$ cat config.mk
export PLATFORM = sky130hd
export DESIGN_NAME = printer_status_reply_parser_flat
export DESIGN_NICKNAME = d
export VERILOG_FILES = /design/src/hw/rtl/psr_pkg.sv /design/src/hw/rtl/psr_in_if.sv /design/src/hw/rtl/psr_out_if.sv /design/src/hw/rtl/psr_cfg_if.sv /design/src/hw/rtl/psr_in_stage.sv /design/src/hw/rtl/psr_core.sv /design/src/hw/rtl/psr_out_stage.sv /design/src/hw/rtl/printer_status_reply_parser.sv /design/src/flat_wrapper.sv
export VERILOG_INCLUDE_DIRS = /design/src /design/src/hw/rtl
export SDC_FILE = /design/constraint.sdc
export NUM_CORES = 1
export LEC_CHECK = 0
export BUFFER_PORTS_ARGS = -buffer_cell sky130_fd_sc_hd__buf_2
export CAP_MARGIN = 20
export CORE_MARGIN = 2
export CORE_UTILIZATION = 40
export DETAILED_ROUTE_END_ITERATION = 8
export GPL_TIMING_DRIVEN = 0
export SYNTH_ARGS = -nofsm -noshare
export SYNTH_HDL_FRONTEND = slang
export SYNTH_HIERARCHICAL = 1
export SYNTH_SLANG_ARGS = --single-unit
$ cat constraint.sdc
create_clock -name i_clk -period 3.12 [get_ports i_clk]
set_input_delay 0.312 -clock i_clk [delete_from_list [all_inputs] [get_ports i_clk]]
set_output_delay 0.312 -clock i_clk [all_outputs]
set_load 0.01 [all_outputs]
$ cat src/hw/rtl/printer_status_reply_parser_macros.svh
// assertion macros for the printer status reply parser
`ifndef PRINTER_STATUS_REPLY_PARSER_MACROS_SVH
`define PRINTER_STATUS_REPLY_PARSER_MACROS_SVH

// same-cycle implication, checked outside reset
`define PSR_ASSERT_NOW(label, clk, rst_n, ante, cons, msg) \
    label: assert property (@(posedge clk) disable iff (!(rst_n)) (ante) |-> (cons)) \
        else $error(msg);

// next-cycle implication, checked outside reset
`define PSR_ASSERT_NEXT(label, clk, rst_n, ante, cons, msg) \
    label: assert property (@(posedge clk) disable iff (!(rst_n)) (ante) |=> (cons)) \
        else $error(msg);

`endif

$ cat src/hw/rtl/psr_pkg.sv
// shared types, codes and reply decode for the printer status reply parser
`timescale 1ns / 1ps
package psr_pkg;

    localparam int REPLY_DEPTH = 8;
    localparam logic [15:0] TIMEOUT_RESET = 16'd100;
    localparam logic [15:0] TICKS_MAX = 16'hFFFF;

    // opcodes
    localparam logic [1:0] OP_POLL      = 2'd0;
    localparam logic [1:0] OP_POLL_BYTE = 2'd1;
    localparam logic [1:0] OP_TICK      = 2'd2;

    // characters
    localparam logic [7:0] CH_LBRACE = 8'h7B;
    localparam logic [7:0] CH_RBRACE = 8'h7D;
    localparam logic [7:0] CH_0 = 8'h30;
    localparam logic [7:0] CH_1 = 8'h31;
    localparam logic [7:0] CH_2 = 8'h32;
    localparam logic [7:0] CH_3 = 8'h33;
    localparam logic [7:0] CH_4 = 8'h34;
    localparam logic [7:0] CH_5 = 8'h35;
    localparam logic [7:0] CH_6 = 8'h36;
    localparam logic [7:0] CH_7 = 8'h37;
    localparam logic [7:0] CH_8 = 8'h38;

    // status codes
    localparam logic [3:0] ST_BUSY     = 4'd0;
    localparam logic [3:0] ST_OK       = 4'd1;
    localparam logic [3:0] ST_OFF      = 4'd2;
    localparam logic [3:0] ST_OPEN     = 4'd3;
    localparam logic [3:0] ST_LOADED   = 4'd4;
    localparam logic [3:0] ST_PAUSE    = 4'd5;
    localparam logic [3:0] ST_HARD     = 4'd6;
    localparam logic [3:0] ST_JAM      = 4'd7;
    localparam logic [3:0] ST_NOPAPER  = 4'd8;
    localparam logic [3:0] ST_NORIBBON = 4'd9;

    typedef enum logic [1:0] {
        PH_IDLE  = 2'd0,
        PH_START = 2'd1,
        PH_DATA  = 2'd2
    } t_phase;

    typedef struct packed {
        logic [1:0] opcode;
        logic [7:0] rx_byte;
    } t_item;

    typedef struct packed {
        logic [3:0] status;
        logic       send_query;
    } t_result;

    // two-digit code plus ready byte to dense status
    function automatic logic [3:0] decode_reply(input logic [7:0] a, input logic [7:0] b,
                                                input logic [7:0] c);
        logic [3:0] st;
        st = ST_BUSY;
        if (c == CH_0) begin
            st = ST_BUSY;
        end else if (a == CH_0) begin
            case (b)
                CH_0: st = ST_OK;
                CH_1: st = ST_OPEN;
                CH_2, CH_5: st = ST_LOADED;
                CH_4: st = ST_PAUSE;
                CH_6, CH_7: st = ST_HARD;
                default: st = ST_BUSY;
            endcase
        end else if (a == CH_1) begin
            case (b)
                CH_1: st = ST_JAM;
                CH_2, CH_8: st = ST_HARD;
                CH_3: st = ST_NOPAPER;
                CH_4: st = ST_NORIBBON;
                CH_5: st = ST_OPEN;
                default: st = ST_BUSY;
            endcase
        end else if (a == CH_2 && b == CH_1) begin
            st = ST_NORIBBON;
        end
        return st;
    endfunction

endpackage

$ cat src/hw/rtl/psr_in_if.sv
// input word channel: opcode and received byte
`timescale 1ns / 1ps
interface psr_in_if;
    logic       valid;
    logic       ready;
    logic [1:0] opcode;
    logic [7:0] rx_byte;

    modport source (output valid, output opcode, output rx_byte, input ready);
    modport sink (input valid, input opcode, input rx_byte, output ready);
endinterface

$ cat src/hw/rtl/psr_out_if.sv
// result word channel: status and query request
`timescale 1ns / 1ps
interface psr_out_if;
    logic       valid;
    logic       ready;
    logic [3:0] status;
    logic       send_query;

    modport source (output valid, output status, output send_query, input ready);
    modport sink (input valid, input status, input send_query, output ready);
endinterface

$ cat src/hw/rtl/psr_cfg_if.sv
// configuration write channel for the timeout limit
`timescale 1ns / 1ps
interface psr_cfg_if;
    logic        valid;
    logic        ready;
    logic [15:0] timeout_limit;

    modport source (output valid, output timeout_limit, input ready);
    modport sink (input valid, input timeout_limit, output ready);
endinterface

$ cat src/hw/rtl/psr_in_stage.sv
// input register stage
`timescale 1ns / 1ps
module psr_in_stage (
    input  logic            i_clk,
    input  logic            i_rst_n,
    input  logic            i_valid,
    output logic            o_ready,
    input  psr_pkg::t_item  i_item,
    input  logic            i_take,
    output logic            o_valid,
    output psr_pkg::t_item  o_item
);
    logic           r_valid;
    psr_pkg::t_item r_item;

    assign o_ready = !r_valid || i_take;
    assign o_valid = r_valid;
    assign o_item  = r_item;

    always_ff @(posedge i_clk) begin
        if (!i_rst_n) begin
            r_valid <= 1'b0;
        end else if (o_ready) begin
            r_valid <= i_valid;
        end
    end

    always_ff @(posedge i_clk) begin
        if (i_valid && o_ready) begin
            r_item <= i_item;
        end
    end
endmodule

$ cat src/hw/rtl/psr_core.sv
// poll state machine, reply store, tick counter and decode
`timescale 1ns / 1ps
module psr_core #(
    parameter int REPLY_DEPTH = psr_pkg::REPLY_DEPTH
) (
    input  logic             i_clk,
    input  logic             i_rst_n,
    input  logic             i_valid,
    input  psr_pkg::t_item   i_item,
    input  logic             i_out_free,
    input  logic [15:0]      i_timeout_limit,
    output logic             o_take,
    output logic             o_res_valid,
    output psr_pkg::t_result o_result
);
    localparam int CW = $clog2(REPLY_DEPTH + 1);
    localparam int IW = $clog2(REPLY_DEPTH);

    psr_pkg::t_phase r_phase, n_phase;
    logic [CW-1:0]   r_fill, n_fill;
    logic [15:0]     r_ticks, n_ticks;
    logic [7:0]      r_bytes [REPLY_DEPTH];
    logic            w_wr_en;
    logic            w_poll;

    // ticks need no result slot, polls do; opcode 3 is dropped
    assign w_poll      = (i_item.opcode == psr_pkg::OP_POLL) ||
                         (i_item.opcode == psr_pkg::OP_POLL_BYTE);
    assign o_take      = i_valid && (i_out_free || !w_poll);
    assign o_res_valid = i_valid && i_out_free && w_poll;

    always_ff @(posedge i_clk) begin
        if (!i_rst_n) begin
            r_phase <= psr_pkg::PH_IDLE;
            r_fill  <= '0;
            r_ticks <= '0;
        end else begin
            r_phase <= n_phase;
            r_fill  <= n_fill;
            r_ticks <= n_ticks;
        end
    end

    always_ff @(posedge i_clk) begin
        if (!i_rst_n) begin
            for (int i = 0; i < REPLY_DEPTH; i++) begin
                r_bytes[i] <= '0;
            end
        end else begin
            for (int i = 0; i < REPLY_DEPTH; i++) begin
                if (w_wr_en && r_fill[IW-1:0] == IW'(i)) begin
                    r_bytes[i] <= i_item.rx_byte;
                end
            end
        end
    end

    always_comb begin
        n_phase  = r_phase;
        n_fill   = r_fill;
        n_ticks  = r_ticks;
        w_wr_en  = 1'b0;
        o_result = '{status: psr_pkg::ST_BUSY, send_query: 1'b0};
        if (o_take && i_item.opcode == psr_pkg::OP_TICK) begin
            if (r_ticks != psr_pkg::TICKS_MAX) begin
                n_ticks = r_ticks + 16'd1;
            end
        end else if (o_res_valid) begin
            unique case (r_phase)
                psr_pkg::PH_IDLE: begin
                    n_fill  = '0;
                    n_ticks = '0;
                    n_phase = psr_pkg::PH_START;
                    o_result.send_query = 1'b1;
                end
                psr_pkg::PH_START, psr_pkg::PH_DATA: begin
                    if (i_item.opcode == psr_pkg::OP_POLL) begin
                        if (r_ticks > i_timeout_limit) begin
                            n_fill  = '0;
                            n_phase = psr_pkg::PH_IDLE;
                            o_result.status = psr_pkg::ST_OFF;
                        end
                    end else if (r_phase == psr_pkg::PH_START) begin
                        n_fill = '0;
                        if (i_item.rx_byte == psr_pkg::CH_LBRACE) begin
                            n_ticks = '0;
                            n_phase = psr_pkg::PH_DATA;
                        end else begin
                            n_phase = psr_pkg::PH_IDLE;
                        end
                    end else if (i_item.rx_byte != psr_pkg::CH_RBRACE) begin
                        if (r_fill >= CW'(REPLY_DEPTH)) begin
                            n_fill  = '0;
                            n_phase = psr_pkg::PH_IDLE;
                        end else begin
                            w_wr_en = 1'b1;
                            n_fill  = r_fill + CW'(1);
                        end
                    end else begin
                        o_result.status = psr_pkg::decode_reply(r_bytes[0], r_bytes[1],
                                                                r_bytes[2]);
                        n_phase = psr_pkg::PH_IDLE;
                    end
                end
                default: begin
                    n_phase = psr_pkg::PH_IDLE;
                end
            endcase
        end
    end
endmodule

$ cat src/hw/rtl/psr_out_stage.sv
// result register stage
`timescale 1ns / 1ps
module psr_out_stage (
    input  logic             i_clk,
    input  logic             i_rst_n,
    input  logic             i_load,
    input  psr_pkg::t_result i_result,
    output logic             o_free,
    output logic             o_valid,
    input  logic             i_ready,
    output psr_pkg::t_result o_result
);
    logic             r_valid;
    psr_pkg::t_result r_result;

    assign o_free   = !r_valid || i_ready;
    assign o_valid  = r_valid;
    assign o_result = r_result;

    always_ff @(posedge i_clk) begin
        if (!i_rst_n) begin
            r_valid <= 1'b0;
        end else if (o_free) begin
            r_valid <= i_load;
        end
    end

    always_ff @(posedge i_clk) begin
        if (i_load && o_free) begin
            r_result <= i_result;
        end
    end
endmodule

$ cat src/hw/rtl/printer_status_reply_parser.sv
// top level of the printer status reply parser
`timescale 1ns / 1ps
`include "printer_status_reply_parser_macros.svh"
// polls a label printer for status and parses its reply. each input word is
// a poll (with or without a received byte) or a centisecond tick. a poll
// yields exactly one result word, a tick and opcode 3 yield none. a poll in
// idle returns send_query=1: the host flushes its receive buffer and sends
// the status query. the block then waits for '{', stores up to REPLY_DEPTH
// bytes and decodes the first three at '}'. a bare poll after more than
// timeout_limit ticks reports printer off. throughput is one word per clock:
// a word is held in the input register, the state machine handles it in a
// single pass and the result lands in the output register, which drives
// o_out.valid. a poll waits in the input register only while the result
// register is full and not being taken; ticks pass through regardless.
// timeout_limit is written over i_cfg, which is always ready; write it only
// while the block is idle
module printer_status_reply_parser #(
    parameter int REPLY_DEPTH = psr_pkg::REPLY_DEPTH
) (
    input  logic      i_clk,
    input  logic      i_rst_n,
    psr_in_if.sink    i_in,
    psr_out_if.source o_out,
    psr_cfg_if.sink   i_cfg
);
    // timeout register
    logic [15:0] r_timeout_limit;

    // pipeline handshake between stages
    logic             w_in_valid;
    psr_pkg::t_item   w_in_item;
    psr_pkg::t_item   w_stage_item;
    logic             w_take;
    logic             w_res_valid;
    logic             w_out_free;
    psr_pkg::t_result w_result;
    psr_pkg::t_result w_out_result;

    assign i_cfg.ready = 1'b1;

    always_ff @(posedge i_clk) begin
        if (!i_rst_n) begin
            r_timeout_limit <= psr_pkg::TIMEOUT_RESET;
        end else if (i_cfg.valid) begin
            r_timeout_limit <= i_cfg.timeout_limit;
        end
    end

    assign w_in_item = '{opcode: i_in.opcode, rx_byte: i_in.rx_byte};

    // input register
    psr_in_stage u_in_stage (
        .i_clk   (i_clk),
        .i_rst_n (i_rst_n),
        .i_valid (i_in.valid),
        .o_ready (i_in.ready),
        .i_item  (w_in_item),
        .i_take  (w_take),
        .o_valid (w_in_valid),
        .o_item  (w_stage_item)
    );

    // single-pass state update and decode
    psr_core #(
        .REPLY_DEPTH (REPLY_DEPTH)
    ) u_core (
        .i_clk           (i_clk),
        .i_rst_n         (i_rst_n),
        .i_valid         (w_in_valid),
        .i_item          (w_stage_item),
        .i_out_free      (w_out_free),
        .i_timeout_limit (r_timeout_limit),
        .o_take          (w_take),
        .o_res_valid     (w_res_valid),
        .o_result        (w_result)
    );

    // result register
    psr_out_stage u_out_stage (
        .i_clk    (i_clk),
        .i_rst_n  (i_rst_n),
        .i_load   (w_res_valid),
        .i_result (w_result),
        .o_free   (w_out_free),
        .o_valid  (o_out.valid),
        .i_ready  (o_out.ready),
        .o_result (w_out_result)
    );

    assign o_out.status     = w_out_result.status;
    assign o_out.send_query = w_out_result.send_query;

    // a result is only produced when the result register has room
    `PSR_ASSERT_NOW(a_res_has_room, i_clk, i_rst_n, w_res_valid, w_out_free && w_take, "result without room")
    // a query request never carries a verdict
    `PSR_ASSERT_NOW(a_query_busy, i_clk, i_rst_n, w_res_valid && w_result.send_query, w_result.status == psr_pkg::ST_BUSY, "query with status")
    // held input word that was not consumed blocks new input
    `PSR_ASSERT_NOW(a_in_block, i_clk, i_rst_n, w_in_valid && !w_take, !i_in.ready, "input overrun")
    // a loaded result shows up on the port next cycle
    `PSR_ASSERT_NEXT(a_out_load, i_clk, i_rst_n, w_res_valid, o_out.valid && o_out.status <= psr_pkg::ST_NORIBBON, "result lost")
endmodule

$ cat src/flat_wrapper.sv
// flat-port wrapper written by rule: the top's interface ports become plain ports
module printer_status_reply_parser_flat 
#(
    parameter int REPLY_DEPTH = psr_pkg::REPLY_DEPTH
)
  (i_clk, i_rst_n, i_in_valid, i_in_opcode, i_in_rx_byte, i_in_ready, o_out_valid, o_out_status, o_out_send_query, o_out_ready, i_cfg_valid, i_cfg_timeout_limit, i_cfg_ready);
  psr_in_if i_in_i ();
  psr_out_if o_out_i ();
  psr_cfg_if i_cfg_i ();
  input  logic i_clk;
  input  logic i_rst_n;
  input wire logic [$bits(i_in_i.valid)-1:0] i_in_valid;
  input wire logic [$bits(i_in_i.opcode)-1:0] i_in_opcode;
  input wire logic [$bits(i_in_i.rx_byte)-1:0] i_in_rx_byte;
  output wire logic [$bits(i_in_i.ready)-1:0] i_in_ready;
  output wire logic [$bits(o_out_i.valid)-1:0] o_out_valid;
  output wire logic [$bits(o_out_i.status)-1:0] o_out_status;
  output wire logic [$bits(o_out_i.send_query)-1:0] o_out_send_query;
  input wire logic [$bits(o_out_i.ready)-1:0] o_out_ready;
  input wire logic [$bits(i_cfg_i.valid)-1:0] i_cfg_valid;
  input wire logic [$bits(i_cfg_i.timeout_limit)-1:0] i_cfg_timeout_limit;
  output wire logic [$bits(i_cfg_i.ready)-1:0] i_cfg_ready;
  assign i_in_i.valid = i_in_valid;
  assign i_in_i.opcode = i_in_opcode;
  assign i_in_i.rx_byte = i_in_rx_byte;
  assign i_in_ready = i_in_i.ready;
  assign o_out_valid = o_out_i.valid;
  assign o_out_status = o_out_i.status;
  assign o_out_send_query = o_out_i.send_query;
  assign o_out_i.ready = o_out_ready;
  assign i_cfg_i.valid = i_cfg_valid;
  assign i_cfg_i.timeout_limit = i_cfg_timeout_limit;
  assign i_cfg_ready = i_cfg_i.ready;
  printer_status_reply_parser #(.REPLY_DEPTH(REPLY_DEPTH)) u_core (.i_clk(i_clk), .i_rst_n(i_rst_n), .i_in(i_in_i), .o_out(o_out_i), .i_cfg(i_cfg_i));
endmodule
==> impl_metrics.env, run 1 <==
export IMPL_die_y_um=106
export IMPL_drv_cap=0
export IMPL_hp_class="in2reg"
export IMPL_p_leak_nw=1.78
export IMPL_final_net_count=493
export IMPL_cts_buffer_depth=2
export IMPL_synth_edf_count=39
export IMPL_crit_required_ns=3.14
export IMPL_status="complete, no violations"
export IMPL_synth_cells=390
export IMPL_yosysWarnings=6
export IMPL_antenna_cells=0
export IMPL_slew_headroom_pct=65.4
export IMPL_clockRootBuffer="clkbuf_8"
export IMPL_cts_reportedPaths_clkPinSlew_ns=0.08
export IMPL_drtIter0Drc=141
export IMPL_finish_instance_area_sq_um=4670
export IMPL_start_kind="flop"
export IMPL_placed_cell_area_sq_um=4490
export IMPL_drt_pass1_iter_count=4
export IMPL_max_freq_mhz=397
export IMPL_tns_ns=0
export IMPL_hold_viol=0
export IMPL_dieArea_sq_um=11200
export IMPL_grt_max_degree=16
export IMPL_cts_resized=0
export IMPL_rsz0062_at_grt="no"
export IMPL_ir_worst_vdd_mv=0.231
export IMPL_netlist_area_leader_share_pct=28.3
export IMPL_postCtsSetupBuffers=0
export IMPL_post_drt_wl_per_cell_um=13.6
export IMPL_grt_use_total_pct=15.1
export IMPL_synth_seq_cells=79
export IMPL_tightestPinTransition_ns=0.516
export IMPL_seqCellArea_sq_um=1970
export IMPL_grt_pass1_wl_um=13300
export IMPL_grt_pass1_vias=2780
export IMPL_crit_type="reg2reg"
export IMPL_seq_area_frac_synth_pct=47.6
export IMPL_filler_cell_count=991
export IMPL_grt_overflow=0
export IMPL_core_area_sq_um=10200
export IMPL_hpwl_um=5980
export IMPL_vias=2861
export IMPL_num_rows=37
export IMPL_grt_antenna_before_repair=0
export IMPL_clock_sinks=79
export IMPL_cts_hold_buffers=0
export IMPL_final_core_util_pct=45.9
export IMPL_syn_nets=446
export IMPL_setup_violations=0
export IMPL_start_util_pct=40.7
export IMPL_timing_final_crit_share_pct=80.8
export IMPL_power_density_nw_per_um2=431
export IMPL_ios=39
export IMPL_async_flop_share_pct=0
export IMPL_drc=0
export IMPL_finClkSkew_ns=0.00736
export IMPL_yosys_most_used_dff="dfxtp_1"
export IMPL_synth_cell_types=62
export IMPL_synthesis_area_sq_um=4140
export IMPL_synth_top_area_cell="edfxtp_1"
export IMPL_path_max_fanout=8
export IMPL_wl_um=7860
export IMPL_htreeDepth=3
export IMPL_synth_area_leaders="edfxtp_1 28%, dfxtp_1 19%, ha_1 7.6%"
export IMPL_pre_cts_slack_ns=0.593
export IMPL_port_buffers=36
export IMPL_drive_above_1_share_pct=19.5
export IMPL_layout_min_cycle_time_ns=2.52
export IMPL_layout_cells_non_filler=578
export IMPL_worst_skew_pair_late_latency_ns=0.35
export IMPL_antenna_left=0
export IMPL_dpl_cell_count=562
export IMPL_endpoint_kind="flop"
export IMPL_cts_made_buffers=9
export IMPL_finalMaxSlewViolations=0
export IMPL_avgViaCountPerCell=4.95
export IMPL_syn_to_final_growth_pct=12.8
export IMPL_crit_arrival_ns=2.54
export IMPL_multiInputGateArea_sq_um=1960
export IMPL_avgSynthCellArea_sq_um=10.6
export IMPL_fin_ws_ns=0.601
export IMPL_routabilityCongestion=0.779
export IMPL_die_w_um=106
export IMPL_cts_tree="built"
==> synthesized netlist by cell type, types with 9 or more instances <==
cell,count
mux2i_1,21
and2_1,25
nor2b_1,19
dfxtp_1,40
ha_1,25
edfxtp_1,39
inv_1,29
xnor2_1,14
a21oi_1,13
nor2_1,25
nand4_1,9
nand2_1,30
nand3_1,12
==> critical path, cell delays in order (launching register included) <==
cell and delay (ns):
dfxtp_1 0.40, inv_1 0.08, ha_1 0.34, o21ai_1 0.12, nor3_1 0.43, nand2_1 0.17
nor3_2 0.28, nand2_1 0.09, nand2_1 0.29
==> power by group <==
part,internal (mW),switching (mW),leakage (nW),total (mW)
clock,0.297,0.389,0.0866,0.686
sequential,1.13,0.0267,0.716,1.15
combinational,0.0795,0.0965,0.981,0.176
==> through the flow <==
stage	hold WS [ns]	total power [mW]
after floorplan	0.411	1.29
final	0.130	2.01
after CTS	0.109	2.04
after detailed placement	0.456	1.35
after global placement	0.446	1.35
after global routing	0.102	2.11
==> cell type report <==
cell class / count / area share [%]
plain buffers: 10 / 2.12
well taps: 136 / 3.64
clock buffers: 9 / 2.65
repair buffers: 36 / 3.86
multi-input cells: 271 / 41.9
clock inverters: 7 / 1.18
inverters: 30 / 2.41
flip-flops and latches: 79 / 42.2
==> per-layer routing <==
metal	routed length, um	vias up	track usage (%)
met5	0	-	0
met4	74	0	5.36
met3	296	4	3.34
met2	3430	53	22.2
met1	4060	1338	21.7
li1	-	1466	-
==> final timing paths <==
kind | start | endpoint | slack, ns | depth (start not counted)
max | u_core/u_core/r_phase[0] | u_core/u_core/r_bytes[0][3] | 0.60 | 8
min | i_in_rx_byte[0] | u_core/u_in_stage/o_item[0] | 0.13 | 1
max reg2reg | u_core/u_core/r_phase[0] | u_core/u_core/r_bytes[0][3] | 0.60 | 8
min reg2reg | u_core/u_core/r_fill[3] | u_core/u_core/r_fill[3] | 0.47 | 2
==> cell families after synthesis <==
group                      Yosys count  synth area share, %
adders and majority gates           25                 7.55
buffers and inverters               40                 5.10
AOI/OAI and AO/OA                   50                 9.06
and+or+nand+nor                    160                 22.6
DFF                                 79                 47.6
other                                1               0.0905
muxes                               21                 5.07
xor gates and xnor gates            14                 2.96
==> sequential cells by signal, indices dropped and copies added (netlist names) <==
name                         count
u_core/u_in_stage/o_item        10
u_core/u_core/r_ticks           16
u_core/u_in_stage/o_valid        1
u_core/u_core/r_phase            2
u_core/r_timeout_limit          16
u_core/u_out_stage/o_valid       1
u_core/u_core/r_fill             4
u_core/u_out_stage/o_result      5
u_core/u_core/r_bytes           24
==> cell usage in the layout (no fill, tap or decap), types with 2 or more instances in the layout <==
cell type	instances
nand2_1	30
buf_6	2
xnor2_1	14
and2_4	2
buf_12	2
nand4_1	9
o21ai_1	2
o21ai_2	2
nor2_1	25
nor4_1	3
o22ai_1	2
buf_2	36
clkbuf_1	4
ha_1	25
inv_1	29
a211oi_2	4
inv_6	3
o211ai_1	2
or4_1	2
dfxtp_1	40
clkbuf_8	10
a2111oi_2	2
or3_1	3
nor2b_1	19
a21boi_2	3
a211oi_1	6
o21a_1	3
nor3_1	3
and3_1	5
nand3_1	12
nand2b_4	2
edfxtp_1	39
and2_1	25
nor3_2	2
o21ai_0	5
mux2i_1	21
clkinvlp_4	2
a21oi_1	13
(Power assumes the default switching activity.)
==> run 2, diff against run 1 <==
- clock period: 3.12 -> 2.2 ns (I/O delays scaled with it)
==> impl_metrics.env, run 2 (synthesis results as in run 1) <==
export IMPL_start_kind="flop"
export IMPL_cpMaxStageDelayCell="dfxtp_2"
export IMPL_routabilityCongestion=0.779
export IMPL_layout_min_cycle_time_ns=2.15
export IMPL_cts_tree="built"
export IMPL_crit_required_ns=2.48
export IMPL_port_buffers=36
export IMPL_endpoint_kind="flop"
export IMPL_drv_cap=0
export IMPL_syn_to_final_growth_pct=20.1
export IMPL_drc=0
export IMPL_r2r_slack_ns=0.05
export IMPL_grt_max_degree=16
export IMPL_grt_overflow=0
export IMPL_grt_antenna_before_repair=0
export IMPL_p_leak_nw=1.84
export IMPL_vias=2917
export IMPL_final_core_util_pct=48.9
export IMPL_ir_worst_vdd_mv=0.325
export IMPL_wl_um=8310
export IMPL_cts_reportedPaths_clkPinSlew_ns=0.08
export IMPL_hp_class="in2reg"
export IMPL_final_common_cell="edfxtp_1"
export IMPL_hpwl_um=5980
export IMPL_antenna_left=0
export IMPL_crit_type="reg2reg"
export IMPL_finish_instance_area_sq_um=4980
export IMPL_tns_ns=0
export IMPL_core_area_sq_um=10200
export IMPL_finClkSkew_ns=0.00872
export IMPL_avgViaCountPerCell=4.98
export IMPL_grt_use_total_pct=15.1
export IMPL_timing_final_crit_share_pct=97.9
export IMPL_mostFrequentLayoutCells="39 x edfxtp_1, 36 x buf_2, 26 x nand2_1"
export IMPL_placed_cell_area_sq_um=4490
export IMPL_grt_pass1_vias=2785
export IMPL_worst_skew_pair_late_latency_ns=0.35
export IMPL_crit_arrival_ns=2.44
export IMPL_status="complete, no violations"
export IMPL_tightestPinTransition_ns=0.520
export IMPL_dpl_cell_count=562
export IMPL_start_util_pct=40.7
export IMPL_die_w_um=106
export IMPL_drtIter0Drc=161
export IMPL_dieArea_sq_um=11200
export IMPL_multiInputGateArea_sq_um=2170
export IMPL_rsz0062_at_grt="yes"
export IMPL_slew_headroom_pct=65.2
export IMPL_critical_path_max_stage_delay_ns=0.37
export IMPL_setup_violations=0
export IMPL_max_freq_mhz=464
export IMPL_seqCellArea_sq_um=1990
export IMPL_htreeDepth=3
export IMPL_power_density_nw_per_um2=584
export IMPL_antenna_cells=0
export IMPL_cts_made_buffers=9
export IMPL_cts_buffer_depth=2
export IMPL_post_drt_wl_per_cell_um=14.2
export IMPL_finalMaxSlewViolations=0
export IMPL_clockRootBuffer="clkbuf_8"
export IMPL_hold_viol=0
export IMPL_filler_cell_count=968
export IMPL_largest_register_ffs=24
export IMPL_clock_sinks=79
export IMPL_largest_register="u_core/u_core/r_bytes"
export IMPL_die_y_um=106
export IMPL_reg_top3="u_core/u_core/r_bytes (24), u_core/r_timeout_limit (16), u_core/u_core/r_ticks (16)"
export IMPL_grt_pass1_wl_um=13300
export IMPL_final_net_count=501
export IMPL_hold_slack_ns=0.0341
export IMPL_layout_cells_non_filler=586
export IMPL_path_max_fanout=5
export IMPL_ios=39
export IMPL_num_rows=37
export IMPL_drt_pass1_iter_count=5
export IMPL_crit_chain="ha_1 -> nand4_1 -> or2_4 -> a211oi_4 -> nor3_4 -> nor4_4 -> buf_4 -> mux2i_1"
export IMPL_drive_above_1_share_pct=30.4
[run 2: cell types whose count changed in the layout (fill, tap and decap cells not counted), moves of 4 or more]
cell	delta
nand2_2	+4
nand2_1	-4
inv_2	+4
dfxtp_2	+16
ha_4	+7
inv_1	-4
buf_4	+7
dfxtp_1	-16
ha_1	-7
[run 2: where the power goes]
group	total [mW]	leakage [nW]	internal [mW]	switching (mW)
combinational	0.293	1.03	0.137	0.156
sequential	1.64	0.723	1.60	0.0393
clock	0.975	0.0866	0.421	0.555
total	2.91	1.84	2.15	0.750
[run 2: worst max-delay path: cells and delay by family (launching register included)]
family / cells / cell delay (ns)
AO/OA/AOI/OAI: 1 / 0.26
adder cells (fa/ha/maj): 1 / 0.32
buffers and inverters: 1 / 0.18
flip-flops: 1 / 0.37
multiplexers: 1 / 0.18
AND/OR/NAND/NOR: 4 / 0.78
[run 2: layer usage]
metal | vias up | global-route usage (%) | part of all wire [%]
met1 | 1374 | 21.9 | 51
met5 | - | 0 | 0
met2 | 53 | 22.1 | 44
met4 | 0 | 5.36 | 1.5
met3 | 9 | 3.34 | 3.9
li1 | 1481 | - | -
[run 2: per-stage QoR]
| step | worst slack (ns) | power, mW |
|---|---|---|
| detailed placement | -0.327 | 1.92 |
| floorplan | 0.115 | 1.83 |
| CTS | 0.00717 | 2.91 |
| finish | 0.0467 | 2.91 |
| global placement | -0.287 | 1.91 |
| global route | -0.0695 | 3.04 |
[run 2: timing repair]
item,CTS,global route
endpoints found under the setup margin,63,71
buffers inserted,4,4
pin swaps,3,12
hold buffers,0,0
resized for setup,10,43
[run 2: path summary, 6_finish.rpt]
path,endpoint,startpoint,depth (start not counted)
worst max-delay path,u_core/u_core/r_fill[0],u_core/u_core/r_ticks[13],8
worst min-delay path,u_core/u_in_stage/o_item[0],i_in_rx_byte[0],1
worst max register to register,u_core/u_core/r_fill[0],u_core/u_core/r_ticks[13],8
worst min register to register,u_core/u_core/r_fill[3],u_core/u_core/r_fill[3],2
[run 2: area by class of cell]
class / count / share of cell area [%]
Buffer: 10 / 2.01
Clock buffer: 9 / 2.49
Clock inverter: 7 / 1.11
Inverter: 30 / 2.26
Multi-Input combinational cell: 271 / 43.6
Sequential cell: 79 / 40.0
Tap cell: 136 / 3.42
Timing Repair Buffer: 44 / 5.08
